`config.mk`:
```
export PLATFORM = sky130hd
export DESIGN_NAME = touch_contact_event_tracker_top
export DESIGN_NICKNAME = d
export VERILOG_FILES = /design/src/design/tcet_pkg.sv /design/src/design/tcet_front.sv /design/src/design/tcet_queue.sv /design/src/design/tcet_back.sv /design/src/design/touch_contact_event_tracker_top.sv
export VERILOG_INCLUDE_DIRS = /design/src /design/src/design
export SDC_FILE = /design/constraint.sdc
export NUM_CORES = 1
export LEC_CHECK = 0
export BUFFER_PORTS_ARGS = -buffer_cell sky130_fd_sc_hd__buf_2
export CAP_MARGIN = 30
export CORE_ASPECT_RATIO = 1.2
export CORE_UTILIZATION = 57
export DETAILED_ROUTE_END_ITERATION = 10
export GPL_TIMING_DRIVEN = 1
export PLACE_DENSITY = 0.73
export SLEW_MARGIN = 20
export SYNTH_ARGS = -nofsm -noshare
export SYNTH_HDL_FRONTEND = slang
export SYNTH_SLANG_ARGS = --single-unit
```
`constraint.sdc`:
```
create_clock -name clk_i -period 4.6 [get_ports clk_i]
set_input_delay 0.46 -clock clk_i [delete_from_list [all_inputs] [get_ports clk_i]]
set_output_delay 0.46 -clock clk_i [all_outputs]
set_load 0.02 [all_outputs]
```
`src/design/assert_macros.svh`:
```
// Assertion macros shared by the tracker RTL.
// Depends on clk_i and rst_ni being visible where a macro is used.
`ifndef ASSERT_MACROS_SVH
`define ASSERT_MACROS_SVH

// Checked on every clock edge outside reset.
`define ASSERT_CLK(label, prop, msg) \
  label: assert property (@(posedge clk_i) disable iff (!rst_ni) prop) \
    else $error(msg);

// Checked on every clock edge, reset included.
`define ASSERT_ALWAYS(label, prop, msg) \
  label: assert property (@(posedge clk_i) prop) \
    else $error(msg);

`endif

```
`src/design/tcet_pkg.sv`:
```
// Shared types and constants for the touch contact event tracker.
// No dependencies; imported by every tracker module.
package tcet_pkg;

  localparam int FieldBits   = 12;
  localparam int ModeBits    = 2;
  localparam int CountBits   = 2;
  localparam int InDataBits  = 56;
  localparam int OutDataBits = 32;

  // Bit offsets of the input fields inside the input tdata.
  localparam int CntLsb = 0;
  localparam int FxLsb  = 2;
  localparam int FyLsb  = 14;
  localparam int SxLsb  = 26;
  localparam int SyLsb  = 38;

  // Listener modes; any other code listens to all pointers.
  localparam logic [ModeBits-1:0] LM_NONE    = 2'd0;
  localparam logic [ModeBits-1:0] LM_PRIMARY = 2'd1;
  localparam logic [ModeBits-1:0] LM_ALL     = 2'd2;

  // Input commands.
  localparam logic CMD_SAMPLE  = 1'b0;
  localparam logic CMD_CONSUME = 1'b1;

  typedef enum logic [1:0] {
    PH_DOWN   = 2'd0,
    PH_MOVE   = 2'd1,
    PH_UP     = 2'd2,
    PH_REPORT = 2'd3
  } phase_e;

  // One pointer event as it leaves the block.
  typedef struct packed {
    phase_e               phase;
    logic                 pointer_id;
    logic                 touching;
    logic [FieldBits-1:0] x;
    logic [FieldBits-1:0] y;
  } evt_t;

  // All events caused by one input item; first is always valid.
  typedef struct packed {
    logic two;
    evt_t first;
    evt_t second;
  } job_t;

  // Write side of the job queue.
  typedef struct packed {
    logic valid;
    job_t job;
  } push_t;

endpackage

```
`src/design/tcet_front.sv`:
```
// Front end: accepts items, tracks slot state and classifies events into jobs.
// Depends on tcet_pkg.
module tcet_front #(
  parameter int SLOT_COUNT = 2,
  parameter int COORD_BITS = 12
) (
  input  logic                             clk_i,
  input  logic                             rst_ni,
  input  logic                             in_valid_i,
  output logic                             in_ready_o,
  input  logic [tcet_pkg::InDataBits-1:0]  in_data_i,
  input  logic                             in_cmd_i,
  input  logic                             cfg_valid_i,
  output logic                             cfg_ready_o,
  input  logic [tcet_pkg::ModeBits-1:0]    cfg_data_i,
  output tcet_pkg::push_t                  push_o,
  input  logic                             push_ready_i
);
  import tcet_pkg::*;

  // Slots past the second never become active, so they hold no state.
  localparam int ActSlots = (SLOT_COUNT < 2) ? 1 : 2;
  localparam int CW       = (COORD_BITS < FieldBits) ? COORD_BITS : FieldBits;
  localparam logic [CountBits-1:0] ActCnt = CountBits'(ActSlots);

  typedef logic [CW-1:0] crd_t;

  logic                act_q  [ActSlots];
  logic                act_d  [ActSlots];
  crd_t                lx_q   [ActSlots];
  crd_t                lx_d   [ActSlots];
  crd_t                ly_q   [ActSlots];
  crd_t                ly_d   [ActSlots];
  crd_t                mx_q, mx_d, my_q, my_d;
  logic                queued_q, queued_d;
  logic [ModeBits-1:0] mode_q;

  crd_t                px [2];
  crd_t                py [2];
  logic [CountBits-1:0] n;
  logic [1:0]          ev_cnt;
  evt_t                evs [2];
  logic                accept;

  assign in_ready_o  = push_ready_i;
  assign accept      = in_valid_i && push_ready_i;
  assign cfg_ready_o = 1'b1;

  // Classify the item against the stored slot state.
  always_comb begin
    logic   now;
    logic   allow;
    logic   emit;
    crd_t   cx;
    crd_t   cy;
    phase_e ph;

    px[0] = in_data_i[FxLsb +: CW];
    py[0] = in_data_i[FyLsb +: CW];
    px[1] = in_data_i[SxLsb +: CW];
    py[1] = in_data_i[SyLsb +: CW];

    n = in_data_i[CntLsb +: CountBits];
    if (n > 2'd2) n = 2'd2;
    if (n > ActCnt) n = ActCnt;

    act_d    = act_q;
    lx_d     = lx_q;
    ly_d     = ly_q;
    mx_d     = mx_q;
    my_d     = my_q;
    queued_d = queued_q;
    ev_cnt   = 2'd0;
    evs[0]   = '0;
    evs[1]   = '0;
    now      = 1'b0;
    allow    = 1'b0;
    emit     = 1'b0;
    cx       = '0;
    cy       = '0;
    ph       = PH_DOWN;

    if (in_cmd_i == CMD_CONSUME) begin
      // Consume report goes out whatever the listener mode.
      queued_d          = 1'b0;
      evs[0].phase      = PH_REPORT;
      evs[0].pointer_id = 1'b0;
      evs[0].touching   = 1'b0;
      evs[0].x          = FieldBits'(mx_q);
      evs[0].y          = FieldBits'(my_q);
      ev_cnt            = 2'd1;
    end else begin
      for (int s = 0; s < ActSlots; s++) begin
        now   = (CountBits'(s) < n);
        cx    = now ? px[s] : lx_q[s];
        cy    = now ? py[s] : ly_q[s];
        allow = (mode_q != LM_NONE) && !((mode_q == LM_PRIMARY) && (s != 0));
        emit  = 1'b0;
        ph    = PH_DOWN;
        if (now && !act_q[s]) begin
          emit = 1'b1;
          ph   = PH_DOWN;
          if (s == 0) begin
            mx_d = cx;
            my_d = cy;
          end
        end else if (now && ((cx != lx_q[s]) || (cy != ly_q[s]))) begin
          ph = PH_MOVE;
          if (s == 0) begin
            // Primary moves coalesce until the next consume.
            mx_d     = cx;
            my_d     = cy;
            queued_d = 1'b1;
            emit     = !queued_q;
          end else begin
            emit = 1'b1;
          end
        end else if (!now && act_q[s]) begin
          ph   = PH_UP;
          emit = 1'b1;
        end
        if (emit && allow) begin
          evs[ev_cnt[0]].phase      = ph;
          evs[ev_cnt[0]].pointer_id = (s != 0);
          evs[ev_cnt[0]].touching   = (ph != PH_UP);
          evs[ev_cnt[0]].x          = FieldBits'(cx);
          evs[ev_cnt[0]].y          = FieldBits'(cy);
          ev_cnt                    = ev_cnt + 2'd1;
        end
        if (now) begin
          lx_d[s] = cx;
          ly_d[s] = cy;
        end
        act_d[s] = now;
      end
    end
  end

  // Items whose events are all silenced leave no job behind.
  always_comb begin
    push_o.valid      = in_valid_i && (ev_cnt != 2'd0);
    push_o.job.two    = ev_cnt[1];
    push_o.job.first  = evs[0];
    push_o.job.second = evs[1];
  end

  // Slot and move state, updated on every input transfer.
  always_ff @(posedge clk_i or negedge rst_ni) begin
    if (!rst_ni) begin
      for (int s = 0; s < ActSlots; s++) begin
        act_q[s] <= 1'b0;
        lx_q[s]  <= '0;
        ly_q[s]  <= '0;
      end
      mx_q     <= '0;
      my_q     <= '0;
      queued_q <= 1'b0;
    end else if (accept) begin
      act_q    <= act_d;
      lx_q     <= lx_d;
      ly_q     <= ly_d;
      mx_q     <= mx_d;
      my_q     <= my_d;
      queued_q <= queued_d;
    end
  end

  // Listener mode register.
  always_ff @(posedge clk_i or negedge rst_ni) begin
    if (!rst_ni) begin
      mode_q <= LM_ALL;
    end else if (cfg_valid_i) begin
      mode_q <= cfg_data_i;
    end
  end

endmodule

```
`src/design/tcet_queue.sv`:
```
// Short job queue between the front end and the event sequencer.
// Depends on tcet_pkg.
module tcet_queue (
  input  logic            clk_i,
  input  logic            rst_ni,
  input  tcet_pkg::push_t push_i,
  output logic            push_ready_o,
  output logic            head_valid_o,
  output tcet_pkg::job_t  head_o,
  input  logic            pop_i
);
  import tcet_pkg::*;

  localparam int Depth   = 4;
  localparam int PtrBits = $clog2(Depth);
  localparam int CntBits = $clog2(Depth + 1);

  job_t               mem_q [Depth];
  logic [PtrBits-1:0] wr_ptr_q, rd_ptr_q;
  logic [CntBits-1:0] count_q;
  logic               do_push, do_pop;

  assign push_ready_o = (count_q != CntBits'(Depth));
  assign head_valid_o = (count_q != '0);
  assign head_o       = mem_q[rd_ptr_q];
  assign do_push      = push_i.valid && push_ready_o;
  assign do_pop       = pop_i && head_valid_o;

  // Job storage.
  always_ff @(posedge clk_i) begin
    if (do_push) begin
      mem_q[wr_ptr_q] <= push_i.job;
    end
  end

  // Pointers and fill level.
  always_ff @(posedge clk_i or negedge rst_ni) begin
    if (!rst_ni) begin
      wr_ptr_q <= '0;
      rd_ptr_q <= '0;
      count_q  <= '0;
    end else begin
      if (do_push) wr_ptr_q <= wr_ptr_q + PtrBits'(1);
      if (do_pop)  rd_ptr_q <= rd_ptr_q + PtrBits'(1);
      if (do_push && !do_pop) begin
        count_q <= count_q + CntBits'(1);
      end else if (do_pop && !do_push) begin
        count_q <= count_q - CntBits'(1);
      end
    end
  end

endmodule

```
`src/design/tcet_back.sv`:
```
// Back end: walks the events of each queued job into the output register.
// Depends on tcet_pkg.
module tcet_back (
  input  logic           clk_i,
  input  logic           rst_ni,
  input  logic           head_valid_i,
  input  tcet_pkg::job_t head_i,
  output logic           pop_o,
  output logic           out_valid_o,
  input  logic           out_ready_i,
  output tcet_pkg::evt_t out_evt_o,
  output logic           out_last_o
);
  import tcet_pkg::*;

  logic out_valid_q;
  evt_t out_evt_q;
  logic out_last_q;
  logic sel_q;
  logic load;
  logic last;
  evt_t cur;

  // Load the next event whenever the output register is free or drains.
  assign load  = head_valid_i && (!out_valid_q || out_ready_i);
  assign cur   = sel_q ? head_i.second : head_i.first;
  assign last  = sel_q || !head_i.two;
  assign pop_o = load && last;

  always_ff @(posedge clk_i or negedge rst_ni) begin
    if (!rst_ni) begin
      out_valid_q <= 1'b0;
      sel_q       <= 1'b0;
    end else if (load) begin
      out_valid_q <= 1'b1;
      sel_q       <= !last;
    end else if (out_ready_i) begin
      out_valid_q <= 1'b0;
    end
  end

  // Output payload.
  always_ff @(posedge clk_i) begin
    if (load) begin
      out_evt_q  <= cur;
      out_last_q <= last;
    end
  end

  assign out_valid_o = out_valid_q;
  assign out_evt_o   = out_evt_q;
  assign out_last_o  = out_last_q;

endmodule

```
`src/design/touch_contact_event_tracker_top.sv`:
```
// Top level of the two-slot touch contact event tracker.
// Depends on tcet_pkg, tcet_front, tcet_queue, tcet_back and assert_macros.svh.

// Each input transfer is a touch sample (tuser 0) or a consume command (tuser 1).
// A sample yields zero, one or two pointer events (slot 0 first), a consume
// yields one latest-move report; tlast marks the final event of an input.
// The input side takes one item per cycle while the four-entry job queue has
// room. The output register sends one event per cycle while the output port
// is ready, so the output port sets the sustained rate. With the queue empty,
// the first event of an item is written to the job queue and then loaded into
// the output register before it is presented. Listener mode writes are taken
// at any time, but are meant to happen only while the block is idle.
module touch_contact_event_tracker_top #(
  parameter int SLOT_COUNT = 2,
  parameter int COORD_BITS = 12
) (
  input  logic                               clk_i,
  input  logic                               rst_ni,
  input  logic                               s_axis_tvalid_i,
  output logic                               s_axis_tready_o,
  // contact_count, first_x, first_y, second_x, second_y, zero fill
  input  logic [tcet_pkg::InDataBits-1:0]    s_axis_tdata_i,
  // command
  input  logic                               s_axis_tuser_i,
  output logic                               m_axis_tvalid_o,
  input  logic                               m_axis_tready_i,
  // pointer_id, touching, event_x, event_y, zero fill
  output logic [tcet_pkg::OutDataBits-1:0]   m_axis_tdata_o,
  // phase
  output logic [1:0]                         m_axis_tuser_o,
  output logic                               m_axis_tlast_o,
  input  logic                               cfg_valid_i,
  output logic                               cfg_ready_o,
  input  logic [tcet_pkg::ModeBits-1:0]      cfg_data_i
);
  import tcet_pkg::*;

  push_t push;
  logic  push_ready;
  logic  head_valid;
  job_t  head;
  logic  pop;
  evt_t  out_evt;

  tcet_front #(
    .SLOT_COUNT(SLOT_COUNT),
    .COORD_BITS(COORD_BITS)
  ) u_front (
    .clk_i       (clk_i),
    .rst_ni      (rst_ni),
    .in_valid_i  (s_axis_tvalid_i),
    .in_ready_o  (s_axis_tready_o),
    .in_data_i   (s_axis_tdata_i),
    .in_cmd_i    (s_axis_tuser_i),
    .cfg_valid_i (cfg_valid_i),
    .cfg_ready_o (cfg_ready_o),
    .cfg_data_i  (cfg_data_i),
    .push_o      (push),
    .push_ready_i(push_ready)
  );

  tcet_queue u_queue (
    .clk_i       (clk_i),
    .rst_ni      (rst_ni),
    .push_i      (push),
    .push_ready_o(push_ready),
    .head_valid_o(head_valid),
    .head_o      (head),
    .pop_i       (pop)
  );

  tcet_back u_back (
    .clk_i       (clk_i),
    .rst_ni      (rst_ni),
    .head_valid_i(head_valid),
    .head_i      (head),
    .pop_o       (pop),
    .out_valid_o (m_axis_tvalid_o),
    .out_ready_i (m_axis_tready_i),
    .out_evt_o   (out_evt),
    .out_last_o  (m_axis_tlast_o)
  );

  // Pack the output event onto the stream.
  assign m_axis_tuser_o = out_evt.phase;
  assign m_axis_tdata_o = {
    (OutDataBits - 2 - 2 * FieldBits)'(0),
    out_evt.y, out_evt.x, out_evt.touching, out_evt.pointer_id
  };

  // Checks on the event sequencing.
  `include "assert_macros.svh"

  `ASSERT_ALWAYS(a_idle_in_reset, !rst_ni |-> !m_axis_tvalid_o, "output valid during reset")
  `ASSERT_CLK(a_report_last, m_axis_tvalid_o && (m_axis_tuser_o == PH_REPORT) |-> m_axis_tlast_o, "report not last")
  `ASSERT_CLK(a_up_released, m_axis_tvalid_o && (m_axis_tuser_o == PH_UP) |-> !m_axis_tdata_o[1], "up event touching")
  `ASSERT_CLK(a_run_continues, m_axis_tvalid_o && m_axis_tready_i && !m_axis_tlast_o |=> m_axis_tvalid_o, "second event missing")

endmodule

```
==> summary.md, run 1 <==
| Metric | Value |
|---|---|
| Ys Warns | `0` |
| Post-synth ARST share | `25.4%` |
| RSZ-0062 raised after global routing | `no` |
| # clock sinks | `339` |
| Cells after synthesis | `864` |
| Synthesized cell area | `0.0147 sq mm` |
| FF+latch count, synth | `339` |
| Port-buffer cells | `88` |
| Peak VDD IR | `0.375 mV` |
| Max Cap Viol | `0` |
| Largest net degree at the start of global routing | `57` |
| Worst EP arrival | `3.93 ns` |
| Number of flops mapped to enable cells by yosys | `253` |
| Die Width | `148 microns` |
| Layout cells sized above 1 | `33.8%` |
| Vias | `7804` |
| First-pass GRT wire length | `46600 microns` |
| Antenna violations before repair | `0` |
| Min cycle time layout | `3.54 ns` |
| Die ar. | `0.0264 sq mm` |
| Hold Crit Class | `input pin to flop` |
| Yosys cell types | `50` |
| PnR worst setup slack | `1.06 ns` |
| Switching share of total power | `30.3%` |
| Filler cells | `1723` |
| Final Slew Violations | `0` |
| Post-route ant nets | `0` |
| Die Y | `178 microns` |
| Diodes inserted | `0` |
| Setup bufs post-CTS | `0` |
| Worst slew pin tran | `0.863 ns` |
| Combinational Power Share | `29.5%` |
| Critical path class | `flop to flop` |
| Vias in the first global route | `7999` |
| Power density cells | `621 mW/mm^2` |
| Placer Congestion | `0.774` |
| Critical Path Slowest Stage Cell | `dfrtp_1` |
| Final hold vios | `0` |
| Total Negative Setup Slacks | `0 ns` |
| Pleak | `6.07 nW` |
| Largest stage delay on the critical path | `0.40 ns` |
| Cts bufs inserted | `34` |
| Ys flop type | `edfxtp_1` |
| Setup crit start kind | `flop` |
| Outcome | `finished, final reports clean` |
| Pre-Repair DR Iteration Count | `5` |
| Worst skew pair latency | `0.51 ns` |
| Row cnt | `63` |
| FMAX | `283 MHz` |
| Wire length per cell | `23.1 microns` |
| Placed insts | `1250` |
| Crit path cell chain | `xor2_1 -> nor4_1 -> nand4_1 -> nor3_1 -> a31oi_1 -> ha_1 -> nor3_1 -> nor2_1 -> buf_4 -> ha_1 -> inv_1 -> fa_1 -> mux2_2` |
| GR Overflow Total | `0` |
| Setup WS pre-CTS | `0.905 ns` |
| Sw Pwr | `3.12 mW` |
| Drt drc | `0` |
| CTS tree | `yes` |
| Reg power frac | `45.7%` |
| Final WL | `30200 microns` |
| Area Growth Syn to Fin | `12.7%` |
| Vias per cell | `5.96` |
| Clock Skews | `0.0157 ns` |
| Worst Setup End Kind | `flop` |
| Synth area leaders | `edfxtp_1 52%, dfrtp_1 14%, mux4_2 8.6%, mux2_2 7.1%, mux2i_1 3.3%` |
| GRT Total Usage | `24.0%` |
| Clk root buf | `clkbuf_16` |
| Worst-path clk slew | `0.06 ns` |
| Clock Path Buffers | `3` |
| Fin util | `66.2%` |
| HPWL after DPL | `19900 microns` |
| Final period util | `77.0%` |
| Initial core utilization | `58.7%` |
| Avg Cell Area, Syn | `17.0 sq um` |
| Number of DRC markers in iteration 0 | `570` |
| Non-filler instance count after layout | `1310` |
| Slew headroom | `42.4%` |
| Leading area contributor after synthesis | `edfxtp_1` |
| Worst EP required | `4.99 ns` |
| CP Max Fanout | `8` |
| Int Power | `7.17 mW` |
| Post-synthesis sequential area ratio | `66.4%` |
| IO Pins | `102` |
| Layout Nets | `1034` |
| Synth top area share | `51.8%` |
| Clock power share | `24.7%` |
| H-tree levels | `2` |
| Core area | `0.0250 sq mm` |
| Hold_ws | `0.143 ns` |
| Setup-failing EPs final | `0` |
==> final timing paths <==
path / from / to / slack, ns / depth (start not counted)
max: u_front.lx_q[1]$_DFFE_PN0P_ / u_queue.count_q[1]$_DFFE_PN0P_ / 1.06 / 13
min: m_axis_tready_i / u_back.out_valid_o$_DFFE_PN0P_ / 0.14 / 2
max reg2reg: u_front.lx_q[1]$_DFFE_PN0P_ / u_queue.count_q[1]$_DFFE_PN0P_ / 1.06 / 13
min reg2reg: u_queue.count_q[2]$_DFFE_PN0P_ / u_queue.count_q[2]$_DFFE_PN0P_ / 0.49 / 1
max in group asynchronous: rst_ni / u_front.mx_q[7]$_DFFE_PN0P_ / 3.05 / 3
min in group asynchronous: rst_ni / u_queue.count_q[0]$_DFFE_PN0P_ / 0.53 / 2
==> routing by layer <==
| metal | track usage, % | part of all wire [%] |
|---|---|---|
| met2 | 38.1 | 48 |
| met5 | 0 | 0 |
| met1 | 35.0 | 44 |
| met3 | 3.37 | 5.8 |
| met4 | 6.74 | 2.1 |
==> layout by cell type, fill, tap and decap left out, types with 2 or more instances in the layout <==
cell type | Yosys | layout
edfxtp_1 | 253 | 253
mux2_2 | 93 | 93
buf_2 | 11 | 87
dfrtp_1 | 85 | 83
nor2_1 | 59 | 58
mux4_2 | 56 | 56
mux2i_1 | 49 | 49
clkbuf_16 | 0 | 35
xor2_1 | 33 | 33
a21oi_1 | 28 | 27
o221ai_2 | 21 | 21
inv_1 | 19 | 19
nand2_1 | 17 | 17
xnor2_1 | 14 | 14
o21ai_0 | 14 | 14
buf_4 | 9 | 14
clkbuf_1 | 21 | 11
nor4_1 | 10 | 10
ha_1 | 7 | 7
conb_1 | 2 | 7
nor3_1 | 6 | 6
clkinv_1 | 0 | 6
nor2b_1 | 4 | 4
nand4_1 | 4 | 4
o221ai_1 | 4 | 4
and2_2 | 0 | 4
clkinv_2 | 0 | 4
buf_12 | 0 | 4
o22ai_1 | 3 | 3
nand3_1 | 3 | 3
mux2_1 | 3 | 3
nor2_2 | 1 | 2
o31a_1 | 2 | 2
==> repair_timing <==
item / CTS / global route
hold endpoints to repair: 6 / 0
hold buffers: 1 / 0
gates resized for setup: 0 / 0
==> power groups by stage <==
stage          sequential, mW  combinational, mW  clock, mW
2_1_floorplan            4.83               2.06          0
3_3_place_gp             4.72               3.01          0
3_5_place_dp             4.76               3.07          0
4_1_cts                  4.71               3.08       2.59
5_1_grt                  4.78               3.27       2.72
6_report                 4.70               3.04       2.54
==> logic make-up (layout without fill, tap and decap cells) <==
logic type,count (synthesis),count (layout),share of synthesized area (%)
muxes,201,201,19.3
buffers and inverters,69,185,2.19
xor gates and xnor gates,47,47,2.80
other,2,7,0.0512
DFF,339,339,66.4
AOI/OAI and AO/OA,82,82,4.76
adders and majority gates,8,8,0.733
and+or+nand+nor,116,116,3.74
==> critical path, delay by kind of cell, from the launching register on <==
kind / cells / cell delay, ns
flip-flops: 1 / 0.40
multiplexers: 1 / 0.26
adder cells (fa/ha/maj): 3 / 0.96
XOR/XNOR: 1 / 0.17
buffers and inverters: 2 / 0.24
AND/OR/NAND/NOR: 5 / 1.16
AO/OA/AOI/OAI: 1 / 0.24
==> Yosys cell counts (2+ instances only) <==
| master | n |
|---|---|
| buf_1 | 7 |
| mux2_1 | 3 |
| nor4_1 | 10 |
| nor2_1 | 59 |
| buf_4 | 9 |
| nand3_1 | 3 |
| o221ai_2 | 21 |
| clkbuf_1 | 21 |
| a21oi_1 | 28 |
| inv_1 | 19 |
| dfrtp_1 | 85 |
| xnor2_1 | 14 |
| ha_1 | 7 |
| nor2b_1 | 4 |
| nor3_1 | 6 |
| buf_2 | 11 |
| edfxtp_1 | 253 |
| o22ai_1 | 3 |
| xor2_1 | 33 |
| conb_1 | 2 |
| nand4_1 | 4 |
| mux2i_1 | 49 |
| nand2_1 | 17 |
| and2_1 | 5 |
| mux4_2 | 56 |
| buf_6 | 2 |
| mux2_2 | 93 |
| o21ai_0 | 14 |
| o221ai_1 | 4 |
| o31a_1 | 2 |
==> stage by stage <==
stage,area (sq um),total power [mW]
floorplan,14700,6.89
global placement,15500,7.73
detailed placement,15500,7.83
CTS,16500,10.4
global route,16500,10.8
finish,16500,10.3
==> area by class of cell <==
class	count	area, sq um	share of cell area [%]
timing repair buffer	107	658	3.98
sequential	339	9760	59.0
multi-input combinational	461	4640	28.1
tap	325	407	2.46
inverter	19	71.3	0.431
clock buffer	47	931	5.63
clock inverter	12	81.3	0.491
==> registers in the layout (all words and copies together) (netlist names) <==
signal / count
u_front.mx_q: 12
u_back.out_last_o: 1
u_queue.rd_ptr_q: 2
u_front.ly_q: 24
u_back.out_valid_o: 1
u_front.lx_q: 24
u_back.out_evt_o: 28
u_front.act_q: 2
u_front.queued_q: 1
u_front.my_q: 12
u_queue.count_q: 3
u_front.mode_q: 2
u_queue.mem_q: 224
u_queue.wr_ptr_q: 2
u_back.sel_q: 1
No activity file was read; power rests on OpenSTA's default activity.
==> run 2: changes to the inputs <==
Settings changed: ABC_AREA set to 1, CORE_UTILIZATION 57 to 55.
Clock period 4.6 ns to 2.99 ns, I/O delays scaled along.
==> summary.md, run 2 <==
| Metric | Value |
|---|---|
| Core area | `0.0272 sq mm (+8.7%)` |
| Final period util | `96.7% (+20 points)` |
| Worst r2r src | `u_front.lx_q[17]$_DFFE_PN0P_` |
| Row cnt | `66 (+4.8%)` |
| Setup crit start kind | `flop` |
| Total Negative Setup Slacks | `0 ns (unchanged)` |
| Clock power share | `24.4% (-0.3 points)` |
| Final WL | `34600 microns (+14%)` |
| Ys flop type | `edfxtp_1` |
| PnR worst setup slack | `0.0996 ns (-0.961 ns)` |
| Critical path class | `flop to flop` |
| Cts bufs inserted | `31 (-8.8%)` |
| Worst Setup End Kind | `flop` |
| Most common cell after layout, fill and taps aside | `nor2_1` |
| Layout Nets | `1770 (+71%)` |
| Switching share of total power | `35.1% (+4.9 points)` |
| Peak VDD IR | `0.672 mV (+79%)` |
| Hold Startpoint | `s_axis_tuser_i` |
| Leading area contributor after synthesis | `edfxtp_1` |
| Worst slew pin tran | `0.682 ns (-0.181 ns)` |
| Placer Congestion | `0.879 (+14%)` |
| Worst EP required | `3.44 ns (-1.55 ns)` |
| Worst-path clk slew | `0.06 ns (about the same)` |
| Worst Hold End | `u_front.queued_q$_DFFE_PN0P_` |
| Delay-heaviest family, CP | `simple AND/OR/NAND/NOR gates` |
| Vias per cell | `5.52 (-7.3%)` |
| Layout cells sized above 1 | `15.6% (-18 points)` |
| Most frequent CP cell | `nand2_1` |
| Worst EP arrival | `3.34 ns (-0.59 ns)` |
| Sw Pwr | `5.89 mW (+89%)` |
| Drt drc | `0 (unchanged)` |
| Min cycle time layout | `2.89 ns (-0.649 ns)` |
| Max Cap Viol | `0 (unchanged)` |
| HPWL after DPL | `22200 microns (+12%)` |
| Number of DRC markers in iteration 0 | `980 (+72%)` |
| Area Growth Syn to Fin | `18.5%` |
| Post-synthesis sequential area ratio | `63.9% (-2.5 points)` |
| Int Power | `10.9 mW (+52%)` |
| Worst skew pair latency | `0.57 ns (+0.06 ns)` |
| Vias in the first global route | `10700 (+34%)` |
| Post-synth ARST share | `25.4% (unchanged)` |
| Die ar. | `0.0284 sq mm (+7.6%)` |
| Worst setup path startpoint | `u_front.lx_q[17]$_DFFE_PN0P_` |
| Setup-failing EPs final | `0 (unchanged)` |
| Reg power frac | `41.9% (-3.8 points)` |
| # clock sinks | `339 (unchanged)` |
| Pleak | `7.32 nW (+21%)` |
| Pwr Total | `16.7 mW (+63%)` |
| Die Width | `154 microns (+3.7%)` |
| CTS tree | `yes` |
| Wire length per cell | `16.8 microns (-27%)` |
| Top reg by flops | `u_queue.mem_q` |
| Vias | `11400 (+46%)` |
| Number of flops mapped to enable cells by yosys | `253 (unchanged)` |
| Synth area leaders | `edfxtp_1 50%, dfrtp_1 14%, o21ai_0 7.0%, nor2_1 6.7%, nand2_1 6.2%` |
| Post-route ant nets | `0 (unchanged)` |
| Antenna violations before repair | `0 (unchanged)` |
| Pre-Repair DR Iteration Count | `5 (unchanged)` |
| Diodes inserted | `0 (unchanged)` |
| Yosys cell types | `37 (-26%)` |
| GR Overflow Total | `0 (unchanged)` |
| Placed insts | `1966 (+57%)` |
| R2R depth | `21 (+8)` |
| Max reg flops | `224 (unchanged)` |
| Outcome | `finished, final reports clean` |
| Synth top area share | `49.8% (-2.0 points)` |
| Cells after synthesis | `1544 (+79%)` |
| CP Max Fanout | `3 (-5)` |
| H-tree levels | `1 (-1)` |
| Port-buffer cells | `88 (unchanged)` |
| Hold Crit Class | `input pin to flop` |
| Final Slew Violations | `0 (unchanged)` |
| Die Y | `184 microns (+3.7%)` |
| Critical Path Slowest Stage Cell | `fa_2` |
| Power density cells | `927 mW/mm^2 (+49%)` |
| Cell with the most instances after synthesis | `nor2_1` |
| CP bufs+invs | `4 (+2)` |
| IO Pins | `102 (unchanged)` |
| Crit path cell chain | `inv_2 -> nand2_1 -> o21ai_2 -> nand2_1 -> nand2_1 -> nor2_2 -> nand2_1 -> nor2_2 -> nand2_2 -> nand2_2 -> nand2_4 -> nand2_4 -> inv_4 -> ha_4 -> o31ai_4 -> inv_2 -> ha_2 -> inv_2 -> fa_2 -> nor2_1 -> a21oi_1` |
| Slew headroom | `54.5% (+12 points)` |
| Fin util | `66.5% (+0.30 points)` |
| Final hold vios | `0 (unchanged)` |
| Commonest cells post-synth | `271 x nor2_1, 253 x edfxtp_1, 251 x nand2_1` |
| Setup WS pre-CTS | `-0.546 ns (-1.45 ns)` |
| Ys Warns | `0 (unchanged)` |
| Internal reg-to-reg setup slack | `0.1 ns (-0.96 ns)` |
| GRT Total Usage | `24.9% (+0.88 points)` |
| Avg Cell Area, Syn | `9.88 sq um (-42%)` |
| Clock Path Buffers | `3 (unchanged)` |
| FMAX | `346 MHz (+22%)` |
| Largest net degree at the start of global routing | `111 (+95%)` |
| FF+latch count, synth | `339 (unchanged)` |
| First-pass GRT wire length | `55100 microns (+18%)` |
| Leading cell types in the layout, fill and taps excluded | `259 x nor2_1, 253 x edfxtp_1, 249 x nand2_1, 207 x o21ai_0, 125 x nand3_1` |
| Non-filler instance count after layout | `2063 (+57%)` |
| Combinational Power Share | `33.6% (+4.1 points)` |
| Synthesized cell area | `0.0153 sq mm (+3.9%)` |
| Worst hold stages | `2 (unchanged)` |
| Clk root buf | `clkbuf_16` |
| Initial core utilization | `56.2% (-2.6 points)` |
| Largest stage delay on the critical path | `0.43 ns (+0.03 ns)` |
| Clock Skews | `0.0289 ns (+0.0132 ns)` |
| Reg2reg end | `u_queue.count_q[1]$_DFFE_PN0P_` |
## run 2: area by class of cell
cell class              count  area [sq um]
clock buffers              41           843
multi-input cells        1010          4840
well taps                 340           425
inverters                 104           414
repair buffers            212          1590
flip-flops and latches    339          9750
clock inverters            17           216
fillers                  2002          9090
## run 2: cell families after synthesis
family / after synthesis / share of synthesized area (%)
flip-flops: 339 / 63.9
XOR/XNOR: 16 / 0.919
adder cells (fa/ha/maj): 8 / 0.705
other: 2 / 0.0492
AND/OR/NAND/NOR: 668 / 18.0
buffers and inverters: 200 / 5.53
AO/OA/AOI/OAI: 311 / 10.9
## run 2: metal layers
layer | global-route usage, % | wire length [microns] | vias up
met5 | 0 | 0 | -
li1 | - | - | 5562
met4 | 10.0 | 1300 | 0
met2 | 42.5 | 16600 | 400
met3 | 2.92 | 2260 | 69
met1 | 32.6 | 14400 | 5366
## run 2: per-stage QoR
stage | hold WS, ns | cell area, sq um
3_5_place_dp | 0.274 | 16600
6_report | 0.192 | 18100
2_1_floorplan | 0.00341 | 15400
4_1_cts | 0.183 | 18000
5_1_grt | 0.207 | 18100
3_3_place_gp | 0.267 | 16600
## run 2: what timing repair did
item,in CTS,in global routing
pin swaps,1,8
gates cloned,0,0
hold endpoints to repair,61,0
resized for setup,4,9
setup endpoints to repair,2,2
hold buffers,35,0
buffers inserted,0,4
## run 2: how the worst max path moves through the flow
stage	endpoint	cells past startpoint
3_5_place_dp	u_queue.count_q[2]$_DFFE_PN0P_	22
6_report	u_queue.count_q[1]$_DFFE_PN0P_	21
4_1_cts	u_queue.count_q[2]$_DFFE_PN0P_	22
5_1_grt	u_queue.count_q[1]$_DFFE_PN0P_	21
2_1_floorplan	u_queue.count_q[1]$_DFFE_PN0P_	16
3_3_place_gp	u_queue.count_q[2]$_DFFE_PN0P_	22
## run 2: power groups by stage
stage | registers, mW | logic (mW) | clock network, mW
5_1_grt | 7.15 | 6.29 | 4.31
2_1_floorplan | 7.29 | 3.54 | 0
6_report | 7.02 | 5.63 | 4.09
4_1_cts | 7.02 | 5.62 | 4.14
3_3_place_gp | 7.08 | 5.42 | 0
3_5_place_dp | 7.10 | 5.56 | 0
